### config.mk
export PLATFORM = sky130hd
export DESIGN_NAME = rbst_div
export DESIGN_NICKNAME = d
export VERILOG_FILES = /design/src/rtl/core/rbst_pkg.sv /design/src/rtl/core/rbst_div.sv
export SDC_FILE = /design/constraint.sdc
export NUM_CORES = 2
export LEC_CHECK = 0
export BUFFER_PORTS_ARGS = -buffer_cell sky130_fd_sc_hd__buf_2
export CORE_ASPECT_RATIO = 1.5
export CORE_MARGIN = 2
export CORE_UTILIZATION = 55
export CTS_CLUSTER_DIAMETER = 40
export DETAILED_ROUTE_END_ITERATION = 7
export GPL_TIMING_DRIVEN = 0
export PLACE_DENSITY = 0.84
export SLEW_MARGIN = 10
export SYNTH_ARGS = -nofsm -noshare
export SYNTH_HDL_FRONTEND = slang
export SYNTH_SLANG_ARGS = --single-unit
### constraint.sdc
create_clock -name i_clk -period 15 [get_ports i_clk]
set_input_delay 0.75 -clock i_clk [delete_from_list [all_inputs] [get_ports i_clk]]
set_output_delay 0.75 -clock i_clk [all_outputs]
set_load 0.01 [all_outputs]
### src/rtl/core/rbst_pkg.sv
// shared types, constants and helpers for the 2d ray/box slab test
// no dependencies
`default_nettype none
package rbst_pkg;
    localparam int FRAC_BITS_DEF = 16;
    localparam int T_W           = 32;
    localparam int EPS_W         = 31;
    localparam logic [EPS_W-1:0] EPS_RESET = 31'd66;
    localparam int QBITS         = 32;
    localparam int DIV_STEP      = 4;
    localparam int DIV_STAGES    = QBITS / DIV_STEP;
    localparam int DIV_LAT       = DIV_STAGES + 1;
    localparam int DW            = 65;

    localparam logic [1:0] HIT_NONE   = 2'd0;
    localparam logic [1:0] HIT_INSIDE = 2'd1;
    localparam logic [1:0] HIT_ENTER  = 2'd2;

    localparam logic signed [T_W-1:0] T_LOWEST  = 32'sh8000_0000;
    localparam logic signed [T_W-1:0] T_HIGHEST = 32'sh7fff_ffff;

    typedef struct packed {
        logic par_x;
        logic par_y;
        logic rej;
        logic dneg_x;
        logic dneg_y;
        logic qneg_lx;
        logic qneg_hx;
        logic qneg_ly;
        logic qneg_hy;
    } t_side;

    function automatic logic signed [T_W-1:0] sat_quo(input logic [QBITS-1:0] quo,
                                                     input logic ovf,
                                                     input logic neg);
        logic signed [T_W-1:0] res;
        if (neg) begin
            if (ovf || (quo > 32'h8000_0000)) res = T_LOWEST;
            else res = T_W'(-$signed(quo));
        end else begin
            if (ovf || quo[QBITS-1]) res = T_HIGHEST;
            else res = $signed(quo);
        end
        return res;
    endfunction
endpackage
`default_nettype wire

### src/rtl/core/rbst_div.sv
// pipelined unsigned restoring divider, several quotient bits per stage
// depends on rbst_pkg
`default_nettype none
module rbst_div #(
    parameter int FRAC_BITS = rbst_pkg::FRAC_BITS_DEF
) (
    input  wire logic                          i_clk,
    input  wire logic [33+FRAC_BITS-1:0]       i_num,
    input  wire logic [31:0]                   i_den,
    output logic      [rbst_pkg::QBITS-1:0]    o_quo,
    output logic                               o_ovf
);
    localparam int NW = 33 + FRAC_BITS;
    localparam int NS = rbst_pkg::DIV_STAGES;
    localparam int ST = rbst_pkg::DIV_STEP;
    localparam int QB = rbst_pkg::QBITS;
    localparam int DW = rbst_pkg::DW;

    logic [NW-1:0] r_rem [0:NS];
    logic [QB-1:0] r_quo [0:NS];
    logic [31:0]   r_den [0:NS];
    logic          r_ovf [0:NS];
    logic [NW-1:0] n_rem [1:NS];
    logic [QB-1:0] n_quo [1:NS];

    always_comb begin
        logic [DW-1:0] rw;
        logic [DW-1:0] dsh;
        logic [QB-1:0] q;
        int idx;
        for (int s = 0; s < NS; s++) begin
            rw = DW'(r_rem[s]);
            q  = r_quo[s];
            for (int b = 0; b < ST; b++) begin
                idx = QB - 1 - s * ST - b;
                dsh = DW'(r_den[s]) << idx;
                if (rw >= dsh) begin
                    rw = rw - dsh;
                    q[idx] = 1'b1;
                end
            end
            n_rem[s+1] = rw[NW-1:0];
            n_quo[s+1] = q;
        end
    end

    always_ff @(posedge i_clk) begin
        r_rem[0] <= i_num;
        r_quo[0] <= '0;
        r_den[0] <= i_den;
        r_ovf[0] <= DW'(i_num) >= (DW'(i_den) << QB);
        for (int s = 1; s <= NS; s++) begin
            r_rem[s] <= n_rem[s];
            r_quo[s] <= n_quo[s];
            r_den[s] <= r_den[s-1];
            r_ovf[s] <= r_ovf[s-1];
        end
    end

    assign o_quo = r_quo[NS];
    assign o_ovf = r_ovf[NS];
endmodule
`default_nettype wire

**After elaboration in Yosys (flattened, before gate mapping)**

Memories as Yosys holds them, arrays and structs flattened.
Cells that the tools add are included.

- Output and inout port bits: 33
- RAM bits: 1026
- Memories kept: 4
- Register bits: 0
- Input port bits: 82

Memories:

| name | words | width | read ports | clocked after Yosys merged registers in | write ports | line | RTL |
|---|---|---|---|---|---|---|---|
| r_rem | 9 | 49 | 8 | 0 | 9 | rbst_div.sv:19 | `logic [NW-1:0] r_rem [0:NS];` |
| r_den | 9 | 32 | 8 | 0 | 9 | rbst_div.sv:21 | `logic [31:0] r_den [0:NS];` |
| r_quo | 9 | 32 | 9 | 0 | 9 | rbst_div.sv:20 | `logic [QB-1:0] r_quo [0:NS];` |
| r_ovf | 9 | 1 | 9 | 0 | 9 | rbst_div.sv:22 | `logic r_ovf [0:NS];` |

- Muxes and demuxes: 64
- Add/sub/neg operators: 32
- Magnitude comparators: 33

Operators by type and width:

| cell | number |
|---|---|
| $mux 65 | 24 |
| $mux 49 | 8 |
| $sub 49x49->49 | 3 |
| $ge 65x32->1 | 1 |
| $ge 65x33->1 | 1 |
| $ge 65x34->1 | 1 |
| $ge 65x36->1 | 1 |
| $ge 65x37->1 | 1 |
| $ge 65x38->1 | 1 |
| $ge 65x40->1 | 1 |
| $ge 65x41->1 | 1 |
| $ge 65x42->1 | 1 |
| $ge 65x44->1 | 1 |
| $ge 65x45->1 | 1 |
| $ge 65x46->1 | 1 |
| $ge 65x48->1 | 1 |
| $ge 65x49->1 | 1 |
| $ge 65x50->1 | 1 |
| $ge 65x52->1 | 1 |
| $ge 65x53->1 | 1 |
| $ge 65x54->1 | 1 |
| $ge 65x56->1 | 1 |
| $ge 65x57->1 | 1 |
| $ge 65x58->1 | 1 |
| 42 further kinds | 73 |

**Logic depth before layout (Yosys ltp)**

An unclocked memory read counts as a cell.

- Word-level depth: 9
- Gate-level depth with buffers: 75
- Depth with buffers taken out: 69

**Least setup slack after synthesis**

OpenSTA, ideal clock, no wires.

- Kind: reg2reg
- Start point: memory r_den[2][1] (netlist: r_den[0][65])
- End point: memory r_rem[0][193] in the netlist's numbering
- Period minus slack after synthesis: 15.652 ns
- Library setup time: 0.121 ns
- Data arrival time: 15.532 ns
- Stages on the path, launching flop included: 73
- Data required time: 14.879 ns
- Setup slack: -0.652 ns
- Path through: dfxtp_1 > inv_1 > ha_1 > nor2b_1 > o21ai_0 > a21oi_1 > o21a_1 > o21ai_0 > a21boi_0 > o31ai_1 > o21ai_0 > o2111a_1 > o31a_1 > a41o_1 > nor2_1 > clkbuf_1 > nand2_1 > o21ai_0 > (+37 left out) > a21o_1 > a21oi_1 > o221ai_1 > a21o_1 > a21o_1 > a21o_1 > a21o_1 > a21o_1 > a21o_1 > a21o_1 > a21oi_1 > o21ai_0 > a211o_1 > a21oi_1 > o21bai_1 > a21oi_1 > xnor2_1 > mux2_2

RTL lines:

| what | line |
|---|---|
| start: declaration | rbst_div.sv:21 |
| end: declaration | rbst_div.sv:19 |

==> results by group <==
Final layout
  – FF/Latch Area: 16,100 sq um
  – Multi-input gate area in the final layout: 61,000 sq um
  – Area grow syn2layout: 15.0%
  – Share of cells above drive strength 1: 15.6%
  – Fill cells: 12,341
  – Nets@finish: 11,477

Routing
  – Antenna Nets Post-Route: 0
  – TritonRoute pass-1 iters: 6
  – DRT Wirelength: 303,000 microns
  – Via count: 79,175
  – Via/cell ratio: 6.42
  – Drc violations: 0
  – Avg WL per Cell: 24.6 microns
  – Iteration-0 DRC count of the detailed router: 5,758

Floorplanning
  – Starting Density: 55.3%
  – Chip width: 311 microns
  – Die ar.: 145,000 sq um
  – Core ar.: 141,000 sq um
  – Row count: 169
  – DIE HEIGHT: 465 microns
  – IO Count: 115

CTS
  – Maximum clock path buffer count: 3
  – CTS tree: built
  – Root buf cell: clkbuf_16
  – Worst-Skew Late Latency: 0.77 ns
  – Clk sinks: 801
  – Reg clk slew, reported paths: 0.07 ns
  – Htree depth: 3
  – CTS Hold Bufs: 0
  – Cts bufs inserted: 102

Timing
  – Final Hold Viols: 0
  – Final worst-path cycle share: 97.5%
  – Fmax: 68.4 MHz
  – Final setup violation count: 0
  – Worst relative slew slack: 9.12%
  – Actual slew at the worst max-slew pin: 1.35 ns
  – Final max-slew violation count: 0
  – Final Worst Setup Slack: 0.382 ns
  – Clock skew: 0.0751 ns
  – Tmin final: 14.62 ns

Hold path
  – Hold crit path type: in2reg
  – Hold_sp: i_den[22]
  – Hold Crit Depth: 1

GRT
  – First-pass GRT wire length: 445,000 microns
  – Largest net degree at the start of global routing: 19
  – Global-route usage over all layers: 39.7%
  – Initial antenna violation count: 8
  – Vias in the first global route: 77,692
  – Gr ovfl total: 0

Place
  – Detailed Place HPWL: 243,000 microns
  – Number of port buffers: 114
  – Pre-CTS setup slack: -6.30 ns
  – GPL Wtd Cong: 1.03

Setup path
  – WP data arrival: 15.23 ns
  – CP max stage delay: 0.41 ns
  – Reg2Reg Setup Slack: 0.38 ns
  – Worst Setup EP: r_rem[0][311]
  – Worst setup EP type: register
  – Reg2reg start: r_den[0][177]
  – Crit start category: register
  – Reg-to-Reg End: r_rem[0][311]
  – Slowest CP cell: dfxtp_1
  – Critical path required time: 15.61 ns
  – Reg2reg path depth: 66
  – Worst Setup SP: r_den[0][177]
  – Critical setup path kind: reg2reg
  – Crit Path Max Fanout: 10
  – Cell mode on critical path: o21ai_1

Synthesis
  – Prevailing post-synth register cell: dfxtp_1
  – Yosys warns: 0
  – Cell variety after synth: 114
  – Synth area leader: dfxtp_1
  – Mapped cell area: 78,000 sq um
  – Register area share after synthesis: 20.6%
  – Syn_area_per_cell: 7.86 sq um
  – Post-synthesis register bit count: 801
  – Number of flops mapped to enable cells by yosys: 0
  – Yosys top cell area share: 20.6%
  – Async set-reset flop share out of synthesis: 0%
  – Synth top area cells: dfxtp_1, ha_1, a21oi_1, xnor2_1, mux2_2
  – Syn_nets: 11,039
  – Cells after Synth: 9,917

Flow run
  – Maxcap violations: 0

Run status
  – Status: finished clean
-- stage by stage --
stage / cell area, sq um / std cells / TNS [ns] / util (%) / hold WS [ns]
5_1_grt: 89600 / 12323 / -11.93 / 63.5 / 0.0859
3_5_place_dp: 81000 / 11915 / -943.29 / 57.4 / 0.312
3_3_place_gp: 80900 / 11912 / -1034.25 / 57.4 / 0.310
4_1_cts: 87000 / 12200 / 0 / 61.7 / 0.0698
6_report: 89600 / 12329 / 0 / 63.5 / 0.0922
2_1_floorplan: 78000 / 9917 / 0 / - / 0.310
-- sequential cells by signal, indices dropped and copies added, names as in the netlist --
signal,count
r_rem,392
r_den,256
r_quo,144
r_ovf,9
-- critical path: cells and delay by family, from the launching register on --
kind,cells,cell delay [ns]
compound gates,36,7.19
buf+inv,9,2.03
fa+ha+maj,4,1.24
flops,1,0.41
simple gates,17,3.45
-- repair_timing --
item	4_1_cts	5_1_grt
cloned	1	4
pin swaps	68	144
resized for setup	479	474
endpoints found under the setup margin	240	239
buffers inserted	107	130
-- placed cells by master (no fill, tap or decap), types with 39 or more instances in the layout --
master,count
o21bai_1,113
nor2_1,723
clkinvlp_4,50
nor2b_1,147
o21a_1,127
nand3_1,194
ha_1,962
and3_1,103
a21boi_0,57
nand2b_1,135
a21o_1,440
nand4_1,184
mux2_2,341
buf_2,136
inv_1,600
a31oi_1,62
nor4_1,101
and2_1,63
clkbuf_16,105
buf_4,245
dfxtp_1,760
a21oi_2,64
o31ai_1,74
or2_2,83
o21ai_0,587
or3_1,72
a211oi_1,66
nor3_1,183
nand2_1,801
o21ai_1,78
xor2_1,276
xnor2_1,525
a21oi_1,848
and4_1,39
clkbuf_1,56
o211ai_1,44
-- worst min-delay path by stage --
stage / slack [ns] / endpoint
3_3_place_gp: 0.31 / r_quo[8][7]
2_1_floorplan: 0.31 / r_ovf[0][1]
5_1_grt: 0.09 / r_rem[0][25]
4_1_cts: 0.07 / r_rem[0][25]
6_report: 0.09 / r_den[0][22]
3_5_place_dp: 0.31 / r_quo[6][25]
-- cell usage after synthesis (110+ instances only) --
| cell type | instances |
|---|---|
| nand4_1 | 184 |
| nand2b_1 | 136 |
| nor2b_1 | 148 |
| xor2_1 | 276 |
| nand3_1 | 198 |
| a21o_1 | 440 |
| ha_1 | 1009 |
| xnor2_1 | 525 |
| mux2_2 | 343 |
| o21ai_0 | 688 |
| inv_1 | 663 |
| a21oi_1 | 919 |
| nor4_1 | 110 |
| nor3_1 | 189 |
| nor2_1 | 742 |
| nand2_1 | 808 |
| o21a_1 | 128 |
| dfxtp_1 | 801 |
| o21bai_1 | 119 |
| clkbuf_1 | 170 |
-- metal layers --
metal	wire length (microns)	part of all wire [%]	track usage (%)
met1	101000	33	37.9
met2	145000	48	69.7
met4	39400	13	43.7
met3	17600	5.8	5.84
met5	26	0.0086	0
-- final cells by class --
cell class              instances  area share (%)
diodes                          6          0.0168
plain buffers                 178            1.40
clock buffers                 118            3.04
clock inverters                73            1.09
inverters                     671            3.02
multi-input cells            8243            68.0
flip-flops and latches        801            18.0
well taps                    1881            2.63
repair buffers                357            2.80
repair inverters                1         0.00558
-- cell families (layout without fill, tap and decap cells) --
group           count (synthesis)  in the layout  share of synthesized area (%)
other cells                     0              6                              0
mux                           404            404                           5.92
simple gates                 2990           2991                           18.9
xor+xnor                      803            803                           9.06
compound gates               3005           3005                           24.3
fa+ha+maj                    1040           1040                           17.0
flops                         801            801                           20.6
buf+inv                       874           1398                           4.27
Power is left out: the tool's default activity adds up to more than one toggle a clock period on the data nets, which glitch-free logic cannot reach.
